File: src/rtl/core/dmps_pkg.sv
// Shared types and constants for the diamond maximum path sum block.
`default_nettype none

package dmps_pkg;

    localparam int VALUE_W = 16;
    localparam int SUM_W   = 24;
    localparam int CFG_W   = 8;

    localparam logic [SUM_W-1:0] SUM_MAX = {SUM_W{1'b1}};

    // Which predecessors a cell draws from
    localparam int KIND_W = 3;
    localparam logic [KIND_W-1:0] KIND_TOP      = 3'd0;
    localparam logic [KIND_W-1:0] KIND_FIRST    = 3'd1;
    localparam logic [KIND_W-1:0] KIND_LAST_COL = 3'd2;
    localparam logic [KIND_W-1:0] KIND_MID      = 3'd3;
    localparam logic [KIND_W-1:0] KIND_NARROW   = 3'd4;

    typedef struct packed {
        logic [KIND_W-1:0] kind;
        logic              last;
    } dmps_ctl_t;

    localparam int CTL_W = $bits(dmps_ctl_t);

endpackage

`default_nettype wire

File: src/rtl/core/dmps_ram.sv
// Generic RAM: one write port, two registered read ports sharing an enable.
`default_nettype none

module dmps_ram #(
    parameter int WIDTH  = 8,
    parameter int DEPTH  = 16,
    parameter int ADDR_W = (DEPTH > 1) ? $clog2(DEPTH) : 1
) (
    input  wire logic              clk,
    input  wire logic              we,
    input  wire logic [ADDR_W-1:0] waddr,
    input  wire logic [WIDTH-1:0]  wdata,
    input  wire logic              re,
    input  wire logic [ADDR_W-1:0] raddr_a,
    input  wire logic [ADDR_W-1:0] raddr_b,
    output logic      [WIDTH-1:0]  rdata_a,
    output logic      [WIDTH-1:0]  rdata_b
);

    logic [WIDTH-1:0] mem [DEPTH];

    always_ff @(posedge clk)
    begin
        if (we)
        begin
            mem[waddr] <= wdata;
        end
        if (re)
        begin
            rdata_a <= mem[raddr_a];
            rdata_b <= mem[raddr_b];
        end
    end

endmodule

`default_nettype wire

File: src/rtl/core/dmps_back.sv
// Back end: row store read, best predecessor, saturating add, output register.
`default_nettype none

module dmps_back #(
    parameter int MAX_N = 128,
    parameter int AW    = 7
) (
    input  wire logic                          clk,
    input  wire logic                          rst_n,
    input  wire logic                          q_valid,
    output logic                               q_pop,
    input  wire logic [dmps_pkg::VALUE_W-1:0]  q_value,
    input  wire dmps_pkg::dmps_ctl_t           q_ctl,
    input  wire logic [AW-1:0]                 q_addr_a,
    input  wire logic [AW-1:0]                 q_addr_b,
    output logic                               out_valid,
    input  wire logic                          out_ready,
    output logic      [dmps_pkg::SUM_W-1:0]    out_sum,
    output logic                               out_last
);

    import dmps_pkg::*;

    logic                b2_valid_reg, b2_valid_next;
    logic [VALUE_W-1:0]  b2_value_reg;
    dmps_ctl_t           b2_ctl_reg;
    logic [AW-1:0]       b2_addr_reg;
    logic                byp_a_reg;
    logic                byp_b_reg;
    logic [SUM_W-1:0]    byp_sum_reg;
    logic [SUM_W-1:0]    held_reg;
    logic                out_valid_reg, out_valid_next;
    logic [SUM_W-1:0]    out_sum_reg;
    logic                out_last_reg;

    logic [SUM_W-1:0]    rd_a;
    logic [SUM_W-1:0]    rd_b;
    logic [SUM_W-1:0]    above;
    logic [SUM_W-1:0]    right;
    logic [SUM_W-1:0]    pred;
    logic [SUM_W:0]      sum_wide;
    logic [SUM_W-1:0]    sum;
    logic                out_free;
    logic                b2_move;
    logic                b2_ready;

    assign out_free = !out_valid_reg || out_ready;
    assign b2_move  = b2_valid_reg && out_free;
    assign b2_ready = !b2_valid_reg || out_free;
    assign q_pop    = q_valid && b2_ready;

    dmps_ram #(
        .WIDTH  (SUM_W),
        .DEPTH  (MAX_N),
        .ADDR_W (AW)
    ) u_row_store (
        .clk     (clk),
        .we      (b2_move),
        .waddr   (b2_addr_reg),
        .wdata   (sum),
        .re      (q_pop),
        .raddr_a (q_addr_a),
        .raddr_b (q_addr_b),
        .rdata_a (rd_a),
        .rdata_b (rd_b)
    );

    // The write made on the read edge is not in the read data: forward it
    assign above = byp_a_reg ? byp_sum_reg : rd_a;
    assign right = byp_b_reg ? byp_sum_reg : rd_b;

    always_comb
    begin
        unique case (b2_ctl_reg.kind)
            KIND_FIRST:    pred = above;
            KIND_LAST_COL: pred = held_reg;
            KIND_MID:      pred = (above > held_reg) ? above : held_reg;
            KIND_NARROW:   pred = (above > right) ? above : right;
            default:       pred = '0;
        endcase
    end

    assign sum_wide = {1'b0, pred} + (SUM_W + 1)'(b2_value_reg);
    assign sum      = sum_wide[SUM_W] ? SUM_MAX : sum_wide[SUM_W-1:0];

    always_comb
    begin
        b2_valid_next = b2_valid_reg;
        if (q_pop)
        begin
            b2_valid_next = 1'b1;
        end
        else if (b2_move)
        begin
            b2_valid_next = 1'b0;
        end
        out_valid_next = out_free ? b2_valid_reg : out_valid_reg;
    end

    always_ff @(posedge clk)
    begin
        if (q_pop)
        begin
            b2_value_reg <= q_value;
            b2_ctl_reg   <= q_ctl;
            b2_addr_reg  <= q_addr_a;
            byp_a_reg    <= b2_move && (b2_addr_reg == q_addr_a);
            byp_b_reg    <= b2_move && (b2_addr_reg == q_addr_b);
            byp_sum_reg  <= sum;
        end
        if (b2_move)
        begin
            out_sum_reg  <= sum;
            out_last_reg <= b2_ctl_reg.last;
        end
    end

    always_ff @(posedge clk or negedge rst_n)
    begin
        if (!rst_n)
        begin
            b2_valid_reg  <= 1'b0;
            out_valid_reg <= 1'b0;
            held_reg      <= '0;
        end
        else
        begin
            b2_valid_reg  <= b2_valid_next;
            out_valid_reg <= out_valid_next;
            if (b2_move)
            begin
                held_reg <= above;
            end
        end
    end

    assign out_valid = out_valid_reg;
    assign out_sum   = out_sum_reg;
    assign out_last  = out_last_reg;

`ifndef SYNTHESIS
    a_sum_covers_value: assert property (@(posedge clk) disable iff (!rst_n)
        b2_move |-> (sum >= SUM_W'(b2_value_reg)))
        else $error("path sum below cell value");

    a_top_at_col_one: assert property (@(posedge clk) disable iff (!rst_n)
        (b2_valid_reg && (b2_ctl_reg.kind == KIND_TOP)) |-> (b2_addr_reg == '0))
        else $error("top row cell away from first column");

    a_pop_loads_stage: assert property (@(posedge clk) disable iff (!rst_n)
        q_pop |=> b2_valid_reg)
        else $error("popped request lost");
`endif

endmodule

`default_nettype wire
File: config.mk
export PLATFORM = sky130hd
export DESIGN_NAME = dmps_back
export DESIGN_NICKNAME = d
export VERILOG_FILES = /design/src/rtl/core/dmps_pkg.sv /design/src/rtl/core/dmps_ram.sv /design/src/rtl/core/dmps_back.sv
export SDC_FILE = /design/constraint.sdc
export NUM_CORES = 2
export LEC_CHECK = 0
export BUFFER_PORTS_ARGS = -buffer_cell sky130_fd_sc_hd__buf_2
export CORE_MARGIN = 1
export CORE_UTILIZATION = 50
export DETAILED_ROUTE_END_ITERATION = 12
export HOLD_SLACK_MARGIN = 0.1
export PLACE_DENSITY = 0.65
export SLEW_MARGIN = 20
export SYNTH_ARGS = -nofsm -noshare
export SYNTH_HDL_FRONTEND = slang
export SYNTH_SLANG_ARGS = --single-unit
File: constraint.sdc
create_clock -name clk -period 43.6 [get_ports clk]
set_input_delay 13.08 -clock clk [delete_from_list [all_inputs] [get_ports clk]]
set_output_delay 13.08 -clock clk [all_outputs]
set_load 0.02 [all_outputs]
==> flow_metrics.tcl <==
set metrics [dict create \
    die_w_um 548.1 \
    area_growth_pct 11.56 \
    hold_depth 0 \
    syn_avg_cell_area_um2 23.01 \
    wl_per_cell_um 40.94 \
    fin_nets 6728 \
    hold_buffers 0 \
    status "complete, no violations" \
    path_clk_slew_ps 50 \
    busiest_layer "met2" \
    use_met2 0.4432 \
    portBuffers 64 \
    grt_max_degree 143 \
    track_usage 0.2973 \
    final_common_cell "edfxtp_1" \
    core_area_mm2 0.2968 \
    worst_slew_pin_slew_ps 1148 \
    reg2reg_to "u_row_store.mem[50][6]$_DFFE_PP_" \
    leakage_nw 51.18 \
    drc 0 \
    clock-sinks 3224 \
    clockBufferDepth 4 \
    reg2regPathDepth 25 \
    ys.flop_type "edfxtp_1" \
    wirelength_um 443600 \
    min_period_over_period 0.6294 \
    insertion_delay_ps 900 \
    largest_reg_flops 3072 \
    min_path_type "reg2reg" \
    use_met3 0.07401 \
    drt_iter0_markers 12490 \
    timing.slew.headroom 0.2347 \
    holdPathEnd "out_last$_DFFE_PP_" \
    antenna_left 0 \
    reg2reg_slack_ps 33260 \
    peakVddDrop_mv 0.05313 \
    drv_slew 0 \
    cts_tree "yes" \
    ys_seq_elements 3224 \
    vias 78790 \
    cap_violations 0 \
    layout_setup_ws_ps 16160 \
    min_from "b2_ctl_reg[0]$_DFFE_PP_" \
    die_h_um 548.1 \
    hold_viol_final 0 \
    ys_warn_count 0 \
    cts.htree.levels 5 \
    startpoint_type "input pin" \
    ios 65 \
    cp-end-kind "output pin" \
    via_per_inst 7.272 \
    first_global_vias 78900 \
    antenna_found_initial 51 \
    synthArstFlopShare 0.008065 \
    setup_violations 0 \
    critPathArrivalTime_ps 14360 \
    start_util 0.5024 \
    dp_slack_ps 16150 \
    synth_edf_count 3198 \
    cts_root_buffer "clkbuf_16" \
    drtPass1Iterations 8 \
    skew_ps 47.74 \
    power_mw 7.687 \
    overflow 0 \
    synth_fp_nets 6583 \
    drive_gt1_frac 0.4401 \
    power.density_mw_per_mm2 46.21 \
    crit_type "in2out" \
    synth_cell_types 71 \
    cp.required_ps 30520 \
    nFillCells 21550 \
    netlist_area_mm2 0.1491 \
    ys_seq_area_frac 0.6484 \
    grt_pass1_wl_um 617300 \
    cts_buffers 337 \
    synthCells 6480 \
    top_register "u_row_store.mem" \
    rr_startpoint "byp_a_reg$_DFFE_PP_" \
    met1_usage 0.4348 \
    layout_common_cells "edfxtp_1 (3198), mux4_2 (2016), clkbuf_16 (347), buf_4 (238), nor2_4 (126)" \
    period_needed_ps 27440 \
    die-area_mm2 0.3004 \
    max_freq_mhz 36.44 \
    cts_setup_buffers 0 \
    gp_congestion 0.8921 \
    fp-row-count 200 \
    post_cts_resized 0 \
    dp_hpwl_um 253400 \
    rsz0062_at_grt "no" \
    crit_fanout 28 \
    setup-tns-final_ps 0 \
]
synth_stat cells (6+ instances only):
master / instances / area (µm²)
mux2_2: 65 / 732.0
mux4_2: 2016 / 45400
ha_1: 64 / 800.8
or2_2: 6 / 37.54
xnor2_1: 16 / 140.1
nand2b_1: 6 / 37.54
nor3_1: 13 / 65.06
a22oi_1: 14 / 105.1
inv_1: 40 / 150.1
nand3_1: 25 / 125.1
clkbuf_1: 332 / 1246
buf_1: 80 / 300.3
xor2_1: 10 / 87.58
mux2i_1: 43 / 430.4
nor2_1: 163 / 611.8
nor2b_1: 10 / 62.56
nand4_1: 11 / 68.82
a21o_1: 12 / 90.09
nand2_1: 71 / 266.5
dfrtp_1: 26 / 650.6
edfxtp_1: 3198 / 96030
o22ai_1: 10 / 62.56
a21oi_1: 41 / 205.2
o21ai_0: 41 / 205.2
buf_2: 85 / 425.4
report_power, final:
part	internal [mW]	total [mW]	switching (mW)
Sequential	3.77	3.79	0.0168
Combinational	0.291	1.04	0.753
Clock	1.65	2.85	1.20
Total	5.71	7.69	1.97
how the worst max path moves through the flow:
stage	slack, ps	depth (start not counted)	start	end
2_1_floorplan	9660	2	out_ready	q_pop
6_report	16160	4	out_ready	q_pop
5_1_grt	16100	4	out_ready	q_pop
3_5_place_dp	16150	4	out_ready	q_pop
3_3_place_gp	16250	4	out_ready	q_pop
4_1_cts	16160	4	out_ready	q_pop
logic make-up (layout without fill, tap and decap cells):
group	after synthesis	in the layout	share of synthesized area
simple gates	330	330	0.009927
compound gates	166	166	0.007662
buf+inv	545	943	0.01466
xor+xnor	26	26	0.001527
other cells	0	17	0
flops	3224	3224	0.6484
fa+ha+maj	65	65	0.005505
mux	2124	2124	0.3123
routing by layer:
| layer | wire (µm) | share of wire | vias to the layer above |
|---|---|---|---|
| met1 | 166900 | 0.38 | 43380 |
| met5 | 46 | 0.00010 | - |
| met4 | 15630 | 0.035 | 6 |
| met2 | 203900 | 0.46 | 5258 |
| met3 | 57080 | 0.13 | 713 |
| li1 | - | - | 29430 |
critical path: stages:
cell	delay (ps)
buf_2	90
nor2b_1	90
a21boi_4	790
buf_2	320
area by class of cell:
class,count,area (µm²),share of cell area
sequential,3224,96680,0.5812
multi-input combinational,2711,51430,0.3092
clock buffer,411,8924,0.05365
tap,3939,4928,0.02963
timing repair buffer,309,2396,0.01440
clock inverter,181,1777,0.01068
inverter,42,157.7,0.0009478
antenna,17,42.54,0.0002558
through the flow:
step | cell area [µm²] | util | std cells | hold slack, ps
global route | 166300 | 0.5603 | 10820 | 462.9
global placement | 155600 | 0.5242 | 10220 | 438.4
finish | 166300 | 0.5605 | 10830 | 448.7
detailed placement | 155600 | 0.5242 | 10220 | 423.3
floorplan | 149100 | - | 6480 | 400.3
CTS | 166300 | 0.5602 | 10820 | 448.2
(Power assumes the default switching activity.)
