[src/rtl/core/dmps_queue.sv]
// Two-entry queue between the front end and the back end.
`default_nettype none

module dmps_queue #(
    parameter int W = 8
) (
    input  wire logic         clk,
    input  wire logic         rst_n,
    input  wire logic         push_valid,
    output logic              push_ready,
    input  wire logic [W-1:0] push_data,
    output logic              pop_valid,
    input  wire logic         pop,
    output logic      [W-1:0] pop_data
);

    logic [W-1:0] slot_reg [2];
    logic         wr_ptr_reg, wr_ptr_next;
    logic         rd_ptr_reg, rd_ptr_next;
    logic [1:0]   count_reg, count_next;
    logic         do_push;

    assign push_ready = (count_reg != 2'd2);
    assign pop_valid  = (count_reg != 2'd0);
    assign pop_data   = slot_reg[rd_ptr_reg];
    assign do_push    = push_valid && push_ready;

    always_comb
    begin
        wr_ptr_next = do_push ? !wr_ptr_reg : wr_ptr_reg;
        rd_ptr_next = pop ? !rd_ptr_reg : rd_ptr_reg;
        count_next  = count_reg + 2'(do_push) - 2'(pop);
    end

    always_ff @(posedge clk)
    begin
        if (do_push)
        begin
            slot_reg[wr_ptr_reg] <= push_data;
        end
    end

    always_ff @(posedge clk or negedge rst_n)
    begin
        if (!rst_n)
        begin
            wr_ptr_reg <= 1'b0;
            rd_ptr_reg <= 1'b0;
            count_reg  <= 2'd0;
        end
        else
        begin
            wr_ptr_reg <= wr_ptr_next;
            rd_ptr_reg <= rd_ptr_next;
            count_reg  <= count_next;
        end
    end

`ifndef SYNTHESIS
    a_count_bound: assert property (@(posedge clk) disable iff (!rst_n)
        count_reg <= 2'd2)
        else $error("queue count overflow");

    a_pop_nonempty: assert property (@(posedge clk) disable iff (!rst_n)
        pop |-> (count_reg != 2'd0))
        else $error("pop from empty queue");
`endif

endmodule

`default_nettype wire

[config.mk]
export PLATFORM = sky130hd
export DESIGN_NAME = dmps_queue
export DESIGN_NICKNAME = d
export VERILOG_FILES = /design/src/rtl/core/dmps_queue.sv
export SDC_FILE = /design/constraint.sdc
export NUM_CORES = 1
export LEC_CHECK = 0
export BUFFER_PORTS_ARGS = -buffer_cell sky130_fd_sc_hd__buf_2
export CAP_MARGIN = 20
export CORE_MARGIN = 1
export CORE_UTILIZATION = 40
export DETAILED_ROUTE_END_ITERATION = 8
export SLEW_MARGIN = 20
export SYNTH_ARGS = -nofsm -noshare
export SYNTH_HDL_FRONTEND = slang
export SYNTH_SLANG_ARGS = --single-unit
[constraint.sdc]
create_clock -name clk -period 2.86 [get_ports clk]
set_clock_uncertainty 0.2 [all_clocks]
set_input_delay 0.143 -clock clk [delete_from_list [all_inputs] [get_ports clk]]
set_output_delay 0.143 -clock clk [all_outputs]
set_load 0.02 [all_outputs]
==> results by group, run 1 <==
Final layout
  – Number of diodes added for antenna fixing: 0
  – Most common cell after layout, fill and taps aside: sky130_fd_sc_hd__buf_2
  – Layout cells sized above 1: 42.86%
  – Cell area after layout: 1039 um^2
  – Area growth from synthesis to layout: 34.74%
  – Number of flip-flops in the largest register: 16
  – Highest-count cells in the layout ignoring fill and taps: 21 x sky130_fd_sc_hd__buf_2, 16 x sky130_fd_sc_hd__edfxtp_1, 11 x sky130_fd_sc_hd__dlygate4sd3_1
  – Number of nets in the finished design: 91

Worst setup path
  – Worst endpoint data arrival time: 1420 ps
  – Critical path data required time: 2520 ps
  – Cells on worst reg2reg path: 3
  – CP delay by family, top: flip-flops
  – Combined buffer and inverter count along the critical path: 1
  – Crit-path cells: mux2_2 -> buf_2
  – Highest fanout seen on the critical path: 9
  – Crit-path max cell delay: 590 ps
  – Startpoint types: flop
  – Startpoint-to-endpoint class of the critical path: reg -> out
  – Slack of the worst reg-to-reg path: 1120 ps
  – Worst path slowest cell: sky130_fd_sc_hd__dfrtp_1
  – CP endpoint kind: output pin
  – Critical path depth: 2

Clock tree
  – Maximum count of clock buffers along a single path: 2
  – CTS tree: yes
  – H-tree level count: 1
  – CTS root buffer: sky130_fd_sc_hd__clkbuf_4
  – Post-CTS Setup Bufs: 0
  – Clk Latency, worst-skew pair: 280 ps
  – Cells resized by post-CTS repair: 0
  – Clock slew seen by the registers of the worst setup and hold paths: 100 ps
  – Total CTS buffers: 3
  – Clock Sinks: 20

Timing
  – Setup repair after global routing missed its margin: false
  – Worst slew margin: 57.83%
  – Least-Margin Pin Slew: 630.2 ps
  – Max-slew violation total from the final report: 0
  – Final number of hold-violating endpoints: 0
  – Sum Neg Setup Slack: 0 ps
  – Highest Clock Rate: 568.5 MHz
  – Share of the clock period used by the worst path after layout: 61.51%
  – Final setup fails: 0
  – Min Clock Period, post-route: 1759 ps

Synth
  – Sequential cell area fraction in the yosys report: 75.32%
  – Cells after synthesis: 42
  – Post-synthesis instance area: 770.7 um^2
  – Total number of yosys warnings: 0
  – Post-synthesis register bit count: 20
  – Top cells by area in the synthesized netlist: sky130_fd_sc_hd__edfxtp_1 62%, sky130_fd_sc_hd__dfrtp_1 13%, sky130_fd_sc_hd__mux2_2 12%
  – Mean post-synth cell area: 18.35 um^2
  – Top cell type's share of synthesized area: 62.34%
  – Mapped Nets: 55
  – Post-synth top area cell: sky130_fd_sc_hd__edfxtp_1
  – Distinct cells, synth: 14

Global route
  – Remaining global-route overflow: 0
  – Number of global-route vias before repair: 489
  – First-pass GRT wire length: 2001 um
  – Maximum number of pins on one net before global-route repair: 12
  – Initial antenna violation count: 0
  – Total routing resource utilization after global routing: 13.94%

Routing
  – Via count normalized by instance count: 4.529
  – Residual antenna-violating net count after detailed routing: 0
  – Initial drt markers: 2
  – Drt wl/cell: 12.53 um
  – Post-Route WL: 1278 um
  – First drt pass iteration count: 2
  – Post-route DRC violation count: 0
  – Via count of the routed design: 462

Place
  – IO buf count: 21
  – Total placed instance area: 902.1 um^2
  – Routability-driven placement congestion ratio: 0.6456
  – Placed wire-length estimate after detailed placement: 815.5 um

Pwr
  – Max rail drop VDD: 0.0006646 V
  – Power density of the placed cells: 888.8 nW/um^2
  – Leak Pwr: 0.4145 nW

Min path
  – Worst hold stages: 3
  – Worst hold path type: in -> reg

Floorplan
  – Num ports: 22
  – Die Outline Area: 2106 um^2
  – Starting density of the core: 43.69%
  – Y dimension of the die: 45.90 um
  – Die X: 45.90 um
  – Core region area: 1764 um^2
  – Row count: 15

Job
  – MaxCap Viol Count: 0

Outcome
  – Run status: completed
-- what timing repair did --
action                                  in CTS  in global routing
endpoints found under the hold margin       21                  0
hold buffers                                11                  0
endpoints found under the setup margin       0                  0
-- worst reg2reg max path: cells and delay by family (launching register included) --
family	cells	cell delay, ps
and+or+nand+nor	3	790
DFF	1	390
-- final cells by class --
class                   count  area, um^2
flip-flops and latches     20       580.6
clock inverters             1       3.754
repair buffers             32       215.2
clock buffers               3       22.52
multi-input cells          21       185.2
well taps                  25       31.28
fillers                   155       725.7
-- through the flow --
stage	cells	utilization, %	power, mW	hold slack [ps]	setup slack [ps]
6_report	102	58.87	0.9230	15.62	1101
5_1_grt	102	58.87	0.9774	39.33	952.5
4_1_cts	102	58.87	0.9356	5.658	1068
3_5_place_dp	87	51.13	0.7933	-244.0	1105
3_3_place_gp	87	51.13	0.7911	-243.8	1169
2_1_floorplan	42	-	0.6954	-352.6	1140
-- synthesized netlist by cell type --
cell,count
sky130_fd_sc_hd__a21bo_1,1
sky130_fd_sc_hd__a22oi_1,1
sky130_fd_sc_hd__and3_1,1
sky130_fd_sc_hd__buf_2,1
sky130_fd_sc_hd__dfrtp_1,4
sky130_fd_sc_hd__edfxtp_1,16
sky130_fd_sc_hd__ha_1,1
sky130_fd_sc_hd__mux2_2,8
sky130_fd_sc_hd__nand2_1,1
sky130_fd_sc_hd__nand2b_1,1
sky130_fd_sc_hd__nor2_1,2
sky130_fd_sc_hd__or2_2,1
sky130_fd_sc_hd__xnor2_1,3
sky130_fd_sc_hd__xor2_1,1
-- cell families (layout without fill, tap and decap cells) --
logic type / after synthesis / in the layout / synth area share (%)
XOR/XNOR: 4 / 4 / 4.546
flip-flops: 20 / 20 / 75.33
multiplexers: 8 / 8 / 11.69
AND/OR/NAND/NOR: 6 / 6 / 3.898
buffers and inverters: 1 / 36 / 0.6487
adder cells (fa/ha/maj): 1 / 1 / 1.623
AO/OA/AOI/OAI: 2 / 2 / 2.273
-- metal layers --
metal | track usage, % | share of wire [%] | vias up
met5 | 0 | 0 | -
met1 | 15.54 | 42 | 221
met4 | 7.059 | 0.31 | 0
li1 | - | - | 227
met2 | 25.07 | 54 | 12
met3 | 2.381 | 3.1 | 2
-- report_power, final --
group / internal [mW] / leakage [nW] / total (mW) / switching [mW]
Sequential: 0.406 / 0.196 / 0.460 / 0.0537
Clock: 0.0507 / 0.0154 / 0.129 / 0.0785
Combinational: 0.154 / 0.203 / 0.334 / 0.181
-- worst paths after layout --
path | from | endpoint
max | rd_ptr_reg | pop_data[7]
min reg2reg | wr_ptr_reg | wr_ptr_reg
min in group asynchronous | rst_n | count_reg[0]
max reg2reg | count_reg[0] | slot_reg[0][7]
max in group asynchronous | rst_n | rd_ptr_reg
min | push_valid | wr_ptr_reg
Power figures use the tool's default switching activity.
==> run 2, diff against run 1 <==
==> constraint.sdc (replaced) <==
create_clock -name clk -period 1.7 [get_ports clk]
set_clock_uncertainty 0.2 [all_clocks]
set_input_delay 0.085 -clock clk [delete_from_list [all_inputs] [get_ports clk]]
set_output_delay 0.085 -clock clk [all_outputs]
set_load 0.02 [all_outputs]
==> results by group, run 2 (synthesis results as in run 1) <==
Clock tree
  – Clock slew seen by the registers of the worst setup and hold paths: 100 ps (about the same)
  – H-tree level count: 1 (unchanged)
  – Clock Sinks: 20 (unchanged)
  – Clk Latency, worst-skew pair: 290 ps (was 280 ps)
  – CTS tree: yes (unchanged)
  – Total CTS buffers: 3 (unchanged)
  – CTS root buffer: sky130_fd_sc_hd__clkbuf_4 (unchanged)
  – Maximum count of clock buffers along a single path: 2 (unchanged)

Global route
  – GRT busiest layer: met2 (unchanged)
  – Number of global-route vias before repair: 447 (was 489)
  – Maximum number of pins on one net before global-route repair: 12 (unchanged)
  – Remaining global-route overflow: 0 (unchanged)
  – Global-route track usage on met1: 15.50% (was 15.54%)
  – Total routing resource utilization after global routing: 13.93% (was 13.94%)
  – Initial antenna violation count: 0 (unchanged)
  – Met3 Use GR: 5.952% (was 2.381%)
  – First-pass GRT wire length: 1897 um (was 2001 um)
  – Met2 demand-to-capacity share in global routing: 22.54% (was 25.07%)

Floorplan
  – Die Outline Area: 2106 um^2 (unchanged)
  – Core region area: 1764 um^2 (unchanged)
  – Y dimension of the die: 45.90 um (unchanged)
  – Row count: 15 (unchanged)
  – Die X: 45.90 um (unchanged)
  – Starting density of the core: 43.69% (unchanged)
  – Num ports: 22 (unchanged)

Timing
  – Sum Neg Setup Slack: 0 ps (unchanged)
  – Final setup fails: 0 (unchanged)
  – Setup repair after global routing missed its margin: false (unchanged)
  – Highest Clock Rate: 623.6 MHz
  – Max-slew violation total from the final report: 0 (unchanged)
  – Worst slew margin: 73.42% (was 57.83%)
  – Least-Margin Pin Slew: 398.7 ps (was 630.2 ps)
  – Final number of hold-violating endpoints: 0 (unchanged)
  – Min Clock Period, post-route: 1604 ps
  – Share of the clock period used by the worst path after layout: 94.32%

Final layout
  – Number of flip-flops in the largest register: 16 (unchanged)
  – Number of standard cells in the final layout excluding fillers: 104 (was 102)
  – Highest-count cells in the layout ignoring fill and taps: 21 x sky130_fd_sc_hd__buf_2, 16 x sky130_fd_sc_hd__edfxtp_1, 12 x sky130_fd_sc_hd__dlygate4sd3_1 (was 21 x sky130_fd_sc_hd__buf_2, 16 x sky130_fd_sc_hd__edfxtp_1, 11 x sky130_fd_sc_hd__dlygate4sd3_1)
  – Filler Cells Inserted: 155 (unchanged)
  – Most common cell after layout, fill and taps aside: sky130_fd_sc_hd__buf_2 (unchanged)
  – Post-layout util: 60.07% (was 58.87%)
  – Number of nets in the finished design: 93 (was 91)
  – Area growth from synthesis to layout: 37.50% (was 34.74%)
  – Layout cells sized above 1: 45.57% (was 42.86%)
  – Number of diodes added for antenna fixing: 0 (unchanged)

Routing
  – Post-Route WL: 1210 um (was 1278 um)
  – Residual antenna-violating net count after detailed routing: 0 (unchanged)
  – Initial drt markers: 1 (was 2)
  – Drt wl/cell: 11.63 um (was 12.53 um)
  – Post-route DRC violation count: 0 (unchanged)
  – First drt pass iteration count: 3 (was 2)
  – Via count of the routed design: 468 (was 462)
  – Via count normalized by instance count: 4.500 (was 4.529)

Place
  – Placed wire-length estimate after detailed placement: 746.3 um (was 815.5 um)
  – Cell count after placement: 88 (was 87)
  – IO buf count: 21 (unchanged)
  – Routability-driven placement congestion ratio: 0.7259 (was 0.6456)

Pwr
  – Power density of the placed cells: 1483 nW/um^2 (was 888.8 nW/um^2)
  – Tot Pwr: 1.572 mW (was 0.9230 mW)
  – Leak Pwr: 0.4228 nW (was 0.4145 nW)
  – Max rail drop VDD: 0.0007788 V (was 0.0006646 V)

Outcome
  – Run status: completed (unchanged)

Min path
  – Worst hold stages: 2 (was 3)
  – Worst hold path type: in -> reg (unchanged)

Worst setup path
  – Startpoint-to-endpoint class of the critical path: reg -> out (unchanged)
  – Worst endpoint data arrival time: 1320 ps (was 1420 ps)
  – Highest fanout seen on the critical path: 9 (unchanged)
  – CP endpoint kind: output pin (unchanged)
  – Crit-path cells: mux2_2 -> buf_2 (unchanged)
  – Startpoint types: flop (unchanged)
  – Critical path data required time: 1410 ps (was 2520 ps)
  – Crit-path max cell delay: 500 ps (was 590 ps)
  – Cells on worst reg2reg path: 4 (was 3)
  – Worst path slowest cell: sky130_fd_sc_hd__dfrtp_2 (was sky130_fd_sc_hd__dfrtp_1)

Job
  – MaxCap Viol Count: 0 (unchanged)
-- run 2: cell types whose count changed in the layout (fill, tap and decap cells not counted) --
cell | before | now
sky130_fd_sc_hd__dlygate4sd3_1 | 11 | 12
sky130_fd_sc_hd__nor2_1 | 2 | 1
sky130_fd_sc_hd__dfrtp_2 | 0 | 1
sky130_fd_sc_hd__nor2_2 | 0 | 1
sky130_fd_sc_hd__dfrtp_1 | 4 | 3
sky130_fd_sc_hd__buf_4 | 0 | 1
-- run 2: metrics by stage --
step | cell area [um^2] | setup WS, ps | hold WS, ps
after detailed placement | 912.1 | 208.4 | -304.3
after floorplan | 773.2 | 123.1 | -410.6
after CTS | 1060 | 69.16 | 301.3
after global placement | 912.1 | 218.9 | -302.8
after global routing | 1060 | 39.33 | 283.7
final | 1060 | 96.49 | 313.8
-- run 2: final timing paths --
| path | slack (ps) | start | to |
|---|---|---|---|
| worst max register to register | 210 | count_reg[0] | slot_reg[0][4] |
| max in group asynchronous | 620 | rst_n | rd_ptr_reg |
| worst min-delay path | 310 | push_data[2] | slot_reg[1][2] |
| worst min register to register | 320 | wr_ptr_reg | wr_ptr_reg |
| worst max-delay path | 100 | rd_ptr_reg | pop_data[3] |
| min in group asynchronous | 490 | rst_n | wr_ptr_reg |
-- run 2: layout make-up --
| class | count | area, um^2 | area share [%] |
|---|---|---|---|
| Multi-Input combinational cell | 21 | 187.7 | 17.71 |
| Clock inverter | 1 | 3.754 | 0.3542 |
| Sequential cell | 20 | 581.8 | 54.90 |
| Timing Repair Buffer | 34 | 232.7 | 21.96 |
| Clock buffer | 3 | 22.52 | 2.125 |
| Tap cell | 25 | 31.28 | 2.952 |
-- run 2: power by group --
part	total, mW	internal (mW)	leakage [nW]	switching (mW)
logic	0.580	0.272	0.213	0.308
clock network	0.217	0.0854	0.0154	0.131
registers	0.775	0.685	0.195	0.0905
-- run 2: what timing repair did --
action | CTS | global route
hold endpoints to repair | 24 | 0
gates resized for setup | 1 | 0
hold buffers | 12 | 0
buffers inserted | 0 | 0
setup endpoints to repair | 8 | 0
-- run 2: critical path: cells and delay by family, from the launching register on --
kind | cells | cell delay, ps
buf+inv | 1 | 160
mux | 1 | 360
flops | 1 | 500
-- run 2: metal layers --
metal | share of wire (%) | vias up | wire length (um)
met4 | 0 | 0 | 0
li1 | - | 230 | -
met3 | 3.1 | 0 | 37
met2 | 50 | 10 | 610
met1 | 46 | 228 | 562
met5 | 0 | - | 0
