**src/rtl/core/dmps_pkg.sv**
```systemverilog
// Shared types and constants for the diamond maximum path sum block.
`default_nettype none

package dmps_pkg;

    localparam int VALUE_W = 16;
    localparam int SUM_W   = 24;
    localparam int CFG_W   = 8;

    localparam logic [SUM_W-1:0] SUM_MAX = {SUM_W{1'b1}};

    // Which predecessors a cell draws from
    localparam int KIND_W = 3;
    localparam logic [KIND_W-1:0] KIND_TOP      = 3'd0;
    localparam logic [KIND_W-1:0] KIND_FIRST    = 3'd1;
    localparam logic [KIND_W-1:0] KIND_LAST_COL = 3'd2;
    localparam logic [KIND_W-1:0] KIND_MID      = 3'd3;
    localparam logic [KIND_W-1:0] KIND_NARROW   = 3'd4;

    typedef struct packed {
        logic [KIND_W-1:0] kind;
        logic              last;
    } dmps_ctl_t;

    localparam int CTL_W = $bits(dmps_ctl_t);

endpackage

`default_nettype wire

```
**src/rtl/core/dmps_front.sv**
```systemverilog
// Front end: grid position counters and per-cell classification.
`default_nettype none

module dmps_front #(
    parameter int MAX_N = 128,
    parameter int CW    = 9,
    parameter int AW    = 7
) (
    input  wire logic                          clk,
    input  wire logic                          rst_n,
    input  wire logic                          cfg_we,
    input  wire logic [dmps_pkg::CFG_W-1:0]    cfg_wdata,
    input  wire logic                          in_valid,
    output logic                               in_ready,
    input  wire logic [dmps_pkg::VALUE_W-1:0]  in_value,
    output logic                               push_valid,
    input  wire logic                          push_ready,
    output logic      [dmps_pkg::VALUE_W-1:0]  push_value,
    output dmps_pkg::dmps_ctl_t                push_ctl,
    output logic      [AW-1:0]                 push_addr_a,
    output logic      [AW-1:0]                 push_addr_b
);

    import dmps_pkg::*;

    logic [CW-1:0] n_reg, n_next;
    logic [CW-1:0] row_reg, row_next;
    logic [CW-1:0] col_reg, col_next;
    logic [CW-1:0] cfg_n;
    logic [CW-1:0] cfg_ext;
    logic [CW-1:0] last_row;
    logic [CW-1:0] row_len;
    logic          widen;
    logic          is_last;
    logic          accept;

    assign in_ready   = push_ready;
    assign accept     = in_valid && push_ready;
    assign push_valid = in_valid;
    assign push_value = in_value;

    assign widen    = (row_reg <= n_reg);
    assign last_row = (n_reg << 1) - CW'(1);
    assign row_len  = widen ? row_reg : ((n_reg << 1) - row_reg);
    assign is_last  = (row_reg >= last_row) && (col_reg >= row_len);

    assign push_addr_a = AW'(col_reg - CW'(1));
    assign push_addr_b = AW'(col_reg);

    always_comb
    begin
        push_ctl.last = is_last;
        priority if (row_reg == CW'(1))
        begin
            push_ctl.kind = KIND_TOP;
        end
        else if (!widen)
        begin
            push_ctl.kind = KIND_NARROW;
        end
        else if (col_reg == CW'(1))
        begin
            push_ctl.kind = KIND_FIRST;
        end
        else if (col_reg >= row_reg)
        begin
            push_ctl.kind = KIND_LAST_COL;
        end
        else
        begin
            push_ctl.kind = KIND_MID;
        end
    end

    // Clamp the written size into 1..MAX_N
    assign cfg_ext = CW'(cfg_wdata);

    always_comb
    begin
        priority if (cfg_wdata == '0)
        begin
            cfg_n = CW'(1);
        end
        else if (cfg_ext > CW'(MAX_N))
        begin
            cfg_n = CW'(MAX_N);
        end
        else
        begin
            cfg_n = cfg_ext;
        end
    end

    always_comb
    begin
        n_next   = n_reg;
        row_next = row_reg;
        col_next = col_reg;
        if (cfg_we)
        begin
            n_next   = cfg_n;
            row_next = CW'(1);
            col_next = CW'(1);
        end
        else if (accept)
        begin
            priority if (is_last)
            begin
                row_next = CW'(1);
                col_next = CW'(1);
            end
            else if (col_reg >= row_len)
            begin
                row_next = row_reg + CW'(1);
                col_next = CW'(1);
            end
            else
            begin
                col_next = col_reg + CW'(1);
            end
        end
    end

    always_ff @(posedge clk or negedge rst_n)
    begin
        if (!rst_n)
        begin
            n_reg   <= CW'(1);
            row_reg <= CW'(1);
            col_reg <= CW'(1);
        end
        else
        begin
            n_reg   <= n_next;
            row_reg <= row_next;
            col_reg <= col_next;
        end
    end

`ifndef SYNTHESIS
    a_row_in_grid: assert property (@(posedge clk) disable iff (!rst_n)
        (row_reg >= CW'(1)) && (row_reg <= last_row))
        else $error("row counter left the grid");

    a_col_in_row: assert property (@(posedge clk) disable iff (!rst_n)
        (col_reg >= CW'(1)) && (col_reg <= row_len))
        else $error("column counter left the row");
`endif

endmodule

`default_nettype wire

```
**config.mk**
```make
export PLATFORM = sky130hd
export DESIGN_NAME = dmps_front
export DESIGN_NICKNAME = d
export VERILOG_FILES = /design/src/rtl/core/dmps_pkg.sv /design/src/rtl/core/dmps_front.sv
export SDC_FILE = /design/constraint.sdc
export NUM_CORES = 1
export LEC_CHECK = 0
export BUFFER_PORTS_ARGS = -buffer_cell sky130_fd_sc_hd__clkbuf_2
export CAP_MARGIN = 20
export CELL_PAD_IN_SITES_DETAIL_PLACEMENT = 0
export CELL_PAD_IN_SITES_GLOBAL_PLACEMENT = 1
export CORE_MARGIN = 10
export CORE_UTILIZATION = 44
export CTS_CLUSTER_SIZE = 40
export DETAILED_ROUTE_END_ITERATION = 7
export GPL_TIMING_DRIVEN = 0
export HOLD_SLACK_MARGIN = 0.12
export PLACE_DENSITY = 0.95
export SETUP_SLACK_MARGIN = 0.2
export SLEW_MARGIN = 20
export SYNTH_ARGS = -nofsm -noshare
export SYNTH_HDL_FRONTEND = slang
export SYNTH_SLANG_ARGS = --single-unit
```
**constraint.sdc**
```tcl
create_clock -name clk -period 5.8 [get_ports clk]
set_input_delay 1.16 -clock clk [delete_from_list [all_inputs] [get_ports clk]]
set_output_delay 1.16 -clock clk [all_outputs]
set_load 0.02 [all_outputs]
```
==> flow_summary.ini, run 1 <==
[status]
status = finished clean

[setup_path]
critPathRequiredTime_ns = 4.64
end_kind = output pin
crit_start = n_reg[0]
arrival_ns = 4.03
r2r_start = n_reg[0]
worstSetupEndpoint = push_ctl[0]
ff2ff_path_depth = 16
reg2reg_slack_ns = 1.68
cp_max_fo = 10
worstReg2RegEnd = row_reg[4]
setup.worst_path.start_class = flip-flop
worstSetupPathType = flip-flop to output pin

[cts]
cts_tree = yes
cts_buffers = 3
htree_levels = 1
clkLatencyLatePin_ns = 0.28
cts_resized = 0
cts_root_buffer = clkbuf_8
cts_sinks = 26
postCtsSetupBuffers = 0
cts_hold_buf = 0
clk_path_buf_depth = 2
clk_pin_slew_worst_paths_ns = 0.10

[power_and_ir_drop]
leakage_nw = 1.64
p_per_area_nw_per_um2 = 261
ir_drop_mv = 0.161

[cells_and_area]
antenna_cells = 0
num-fill-cells = 613
most-common-layout-cells = clkbuf_2 (47), ha_1 (46), buf_4 (26)
final_common_cell = clkbuf_2
drive_gt1_share_pct = 22.7
instances_no_fill = 465
fin_nets = 465
syn2layout_area_growth_pct = 14.0

[synth]
yosys_warnings = 0
synth_nets = 413
syn_area_um2 = 2880
synth-seq-area-share_pct = 22.7
yosysUniqueCellTypes = 47
synth-main-ff-cell = dfrtp_1
synth_edf_count = 0
ys_ff_latch = 26
syn-mean-instance-area_um2 = 8.56
netlist_instances = 337
ys_async_sr_fraction_pct = 100

[timing]
clock_skew_ns = 0.00420
max_freq_mhz = 193
rsz0062_at_grt = no
min_period_ns = 5.19
slew-limit-headroom_pct = 54.5
postLayoutSetupSlackWorst_ns = 0.610
whs_ns = 0.605
slew_violations = 0
period_share_pct = 89.5
max_slew.worst_pin.slew_ns = 0.683
fin_setup_tns_ns = 0
finalSetupViolCount = 0
hold_viol = 0

[drt]
route.detailed.drc = 0
drt_iter0_drc = 120
antenna_left = 0
vias = 2600
wl_per_cell_um = 16.1
drt-total-wl_um = 7500
drt_first_pass_iters = 4
vias_per_cell = 5.59

[placement]
pre_cts_slack_ns = 0.986
dpl.hpwl_um = 6030
place_inst = 461
gp_congestion = 0.923
port_buffers = 47

[global_route]
grt_pass1_vias = 2683
grt_max_degree = 27
grt_pass1_wl_um = 12700
overflow = 0
grt_antenna_before_repair = 0
grt_usage_pct = 14.9

[min_path]
worstHoldStart = row_reg[0]
hold_class = flip-flop to flip-flop

[floorplanning]
initial_utilization_pct = 45.4
coreArea_um2 = 6350
fp.dieH_um = 101
num_io_pins = 65
chipWidth_um = 101
dieArea_um2 = 10200
rows = 29

[run]
maxCapViolations = 0
==> where the power goes <==
| part | switching (mW) | internal [mW] |
|---|---|---|
| combinational | 0.276 | 0.193 |
| clock | 0.0660 | 0.0926 |
| sequential | 0.0319 | 0.199 |
==> logic make-up (layout without fill, tap and decap cells) <==
logic type / Yosys count / after routing / synth area share [%]
AO/OA/AOI/OAI: 67 / 67 / 15.5
multiplexers: 6 / 6 / 2.08
adder cells (fa/ha/maj): 47 / 47 / 20.7
AND/OR/NAND/NOR: 109 / 109 / 20.4
flip-flops: 26 / 26 / 22.7
XOR/XNOR: 26 / 26 / 7.90
buffers and inverters: 56 / 107 / 10.8
==> worst min-delay path by stage <==
| stage | slack, ns | depth (start not counted) | to |
|---|---|---|---|
| 6_report | 0.60 | 2 | row_reg[0] |
| 3_5_place_dp | 0.59 | 2 | row_reg[0] |
| 3_3_place_gp | 0.57 | 2 | row_reg[0] |
| 4_1_cts | 0.60 | 2 | row_reg[0] |
| 2_1_floorplan | 0.53 | 2 | row_reg[0] |
| 5_1_grt | 0.64 | 2 | col_reg[0] |
==> critical path, stage by stage, from the launching register on <==
cell and delay (ns):
dfstp_2 0.63, inv_1 0.13, fa_1 0.47, nor2b_1 0.18, o2111ai_1 0.19, a31oi_1 0.22, xnor2_1 0.16, nand2_1 0.09
xnor2_1 0.18, ha_1 0.27, nand2_1 0.11, nor2_1 0.06, a211oi_1 0.24, o31a_1 0.18, buf_2 0.25, nor3_1 0.11
buf_4 0.14, clkbuf_2 0.15
==> synth_stat cells (2+ instances only) <==
cell type	number	share of area (%)
dfstp_2	3	2.7
o41ai_1	2	0.61
nand3b_1	6	1.6
nor3_1	10	1.7
mux2i_1	6	2.1
clkbuf_1	5	0.65
and3_1	7	1.5
o21ai_0	20	3.5
nor4b_1	2	0.61
nor4_1	5	1.1
a21o_1	5	1.3
or2_2	2	0.43
dfrtp_1	23	20
or3_1	5	1.1
nand2_1	21	2.7
nand4_1	5	1.1
buf_2	2	0.35
a21oi_1	12	2.1
o2111ai_1	3	0.91
and2_1	7	1.5
xnor2_1	18	5.5
nor2b_1	6	1.3
xor2_1	8	2.4
a31oi_1	4	0.87
buf_4	26	6.8
nor2_1	20	2.6
and4_1	2	0.61
inv_1	23	3.0
o21a_1	3	0.78
ha_1	46	20
o31a_1	2	0.61
a22o_1	7	2.1
nand3_1	7	1.2
==> per-layer routing <==
metal  up-vias  part of all wire, %  global-route usage, %
met5         -                    0                      0
met4         0                  2.0                   5.57
met3        17                  6.2                   1.78
met2        83                   48                   25.5
met1      1212                   44                   18.6
li1       1288                    -                      -
==> cell type report <==
class / count / area (um2) / area share (%)
Buffer: 33 / 224 / 6.81
Clock buffer: 3 / 41.3 / 1.26
Clock inverter: 1 / 30.0 / 0.914
Inverter: 23 / 86.3 / 2.63
Multi-Input combinational cell: 255 / 1920 / 58.4
Sequential cell: 26 / 654 / 19.9
Tap cell: 77 / 96.3 / 2.93
Timing Repair Buffer: 47 / 235 / 7.16
==> per-stage QoR <==
stage	area [um2]	total power, mW	util [%]
CTS	3290	0.862	51.8
global placement	3220	0.688	50.6
global route	3290	0.925	51.8
floorplan	2880	0.572	-
detailed placement	3220	0.704	50.6
finish	3290	0.858	51.8
Power figures use the tool's default switching activity.
==> inputs of run 2 (changes only) <==
--- a/config.mk
+++ b/config.mk
@@ -8,3 +8,2 @@
 export BUFFER_PORTS_ARGS = -buffer_cell sky130_fd_sc_hd__clkbuf_2
-export CAP_MARGIN = 20
 export CELL_PAD_IN_SITES_DETAIL_PLACEMENT = 0
@@ -12,3 +11,3 @@
 export CORE_MARGIN = 10
-export CORE_UTILIZATION = 44
+export CORE_UTILIZATION = 37
 export CTS_CLUSTER_SIZE = 40
@@ -17,3 +16,3 @@
 export HOLD_SLACK_MARGIN = 0.12
-export PLACE_DENSITY = 0.95
+export PLACE_DENSITY = 0.89
 export SETUP_SLACK_MARGIN = 0.2
==> constraint.sdc (replaced) <==
create_clock -name clk -period 4.2 [get_ports clk]
set_input_delay 0.84 -clock clk [delete_from_list [all_inputs] [get_ports clk]]
set_output_delay 0.84 -clock clk [all_outputs]
set_load 0.01 [all_outputs]
==> run 2 against run 1 <==
Effect of this change:
- the flow now finishes with violations (negative setup slack)
- count of clock-buffer cells in the layout stayed put
- worst setup slack worse by 0.72 ns
- via count is 2.8% higher
- cell area is 8.9% higher
- critical path depth is 1 lower
- sequential power is 37% higher
- combinational power is 60% higher
- sequential share of layout area is 1.4 points lower
- register-to-register slack worse by 1.3 ns
- largest cell class unchanged
==> flow_summary.ini, run 2 (synthesis gave the netlist of run 1 again) <==
[timing]
slew_violations = 0
rsz0062_at_grt = yes
clock_skew_ns = 0.00403
period_share_pct = 103
hold_viol = 0
finalSetupViolCount = 1
min_period_ns = 4.31
max_slew.worst_pin.slew_ns = 0.698
postLayoutSetupSlackWorst_ns = -0.114
max_freq_mhz = 232
fin_setup_tns_ns = -0.114
slew-limit-headroom_pct = 53.5

[setup_path]
cp_max_fo = 5
end_kind = output pin
worstSetupPathType = flip-flop to output pin
setup.worst_path.start_class = flip-flop
arrival_ns = 3.47
critPathRequiredTime_ns = 3.36

[cts]
clkLatencyLatePin_ns = 0.29
cts_buffers = 3
clk_pin_slew_worst_paths_ns = 0.10
cts_tree = yes
htree_levels = 1
clk_path_buf_depth = 2
cts_root_buffer = clkbuf_8
cts_sinks = 26

[cells_and_area]
instances_no_fill = 509
final_common_cell = clkbuf_2
fin_nets = 484
num-fill-cells = 725
most-common-layout-cells = clkbuf_2 (48), ha_1 (44), buf_4 (43)
drive_gt1_share_pct = 33.2
ff_latch_area_um2 = 664
antenna_cells = 0
multi_input_area_um2 = 2010
syn2layout_area_growth_pct = 24.2

[drt]
drt_iter0_drc = 212
drt-total-wl_um = 8230
drt_first_pass_iters = 5
route.detailed.drc = 0
antenna_left = 0
vias_per_cell = 5.25
wl_per_cell_um = 16.2
vias = 2673

[global_route]
grt_antenna_before_repair = 0
grt_max_degree = 27
grt_pass1_vias = 2804
overflow = 0
grt_pass1_wl_um = 13200
grt_usage_pct = 13.7

[placement]
place_inst = 486
gp_congestion = 0.858
dpl.hpwl_um = 6140
port_buffers = 47

[floorplanning]
dieArea_um2 = 11700
rows = 32
coreArea_um2 = 7650
fp.dieH_um = 108
initial_utilization_pct = 37.7
chipWidth_um = 108
num_io_pins = 65

[power_and_ir_drop]
p_per_area_nw_per_um2 = 360
ir_drop_mv = 0.228
leakage_nw = 1.75

[status]
status = complete, but fails checks
violations = negative setup slack

[min_path]
hold_class = flip-flop to flip-flop

[run]
maxCapViolations = 0
run 2: cell types whose count changed in the layout (fill, tap and decap cells not counted), sizes merged:
cell  before  now
buf       28   47
run 2: path summary, 6_finish.rpt:
kind / from / to / slack [ns] / cells after the start
min: n_reg[0] / n_reg[0] / 0.55 / 2
min reg2reg: n_reg[0] / n_reg[0] / 0.55 / 2
max in group asynchronous: rst_n / row_reg[6] / 3.13 / 1
max: row_reg[6] / push_ctl[0] / -0.11 / 16
max reg2reg: n_reg[0] / row_reg[8] / 0.43 / 17
min in group asynchronous: rst_n / col_reg[2] / 0.58 / 1
run 2: final cells by class:
class	instances	area share [%]
Tap cell	102	3.56
Timing Repair Buffer	66	10.6
Clock buffer	3	1.15
Sequential cell	26	18.6
Multi-Input combinational cell	255	56.3
Clock inverter	1	0.839
Inverter	23	2.41
Buffer	33	6.64
run 2: report_power, final:
group	switching, mW	leakage, nW	internal [mW]
clock network	0.0934	0.0357	0.128
logic	0.400	1.39	0.351
registers	0.0415	0.331	0.276
total	0.535	1.75	0.755
run 2: per-layer routing:
metal | vias to the layer above | global-route usage [%] | share of wire (%)
li1 | 1324 | - | -
met2 | 61 | 24.9 | 51
met4 | 0 | 4.14 | 1.8
met3 | 11 | 1.49 | 3.7
met5 | - | 0 | 0
met1 | 1277 | 16.4 | 43
run 2: critical path, stage by stage, from the launching register on:
cell and delay [ns]:
dfrtp_2 0.45, ha_4 0.25, a21o_1 0.15, a211o_1 0.28
o31a_1 0.33, buf_6 0.15, buf_4 0.13, mux2i_1 0.12
ha_1 0.33, a21oi_2 0.12, nor2_1 0.06, a211oi_2 0.23
o31a_1 0.19, buf_6 0.12, nor3_4 0.04, buf_4 0.13
clkbuf_2 0.12
run 2: metrics by stage:
step | hold slack [ns] | instance area, um2 | total power, mW | utilization [%] | worst slack (ns)
final | 0.548 | 3580 | 1.29 | 46.8 | -0.114
after global routing | 0.599 | 3580 | 1.38 | 46.8 | -0.262
after CTS | 0.556 | 3510 | 1.24 | 45.9 | -0.0458
after detailed placement | 0.577 | 3250 | 0.929 | 42.5 | -0.260
after global placement | 0.575 | 3250 | 0.914 | 42.5 | -0.212
after floorplan | 0.535 | 2880 | 0.754 | - | 0.295
run 2: repair_timing:
action                     4_1_cts  5_1_grt
pin swaps                       13       11
hold buffers                     0        0
resized for setup               25       13
setup endpoints to repair        3        3
cloned                           1        0
setup buffers                   16        2
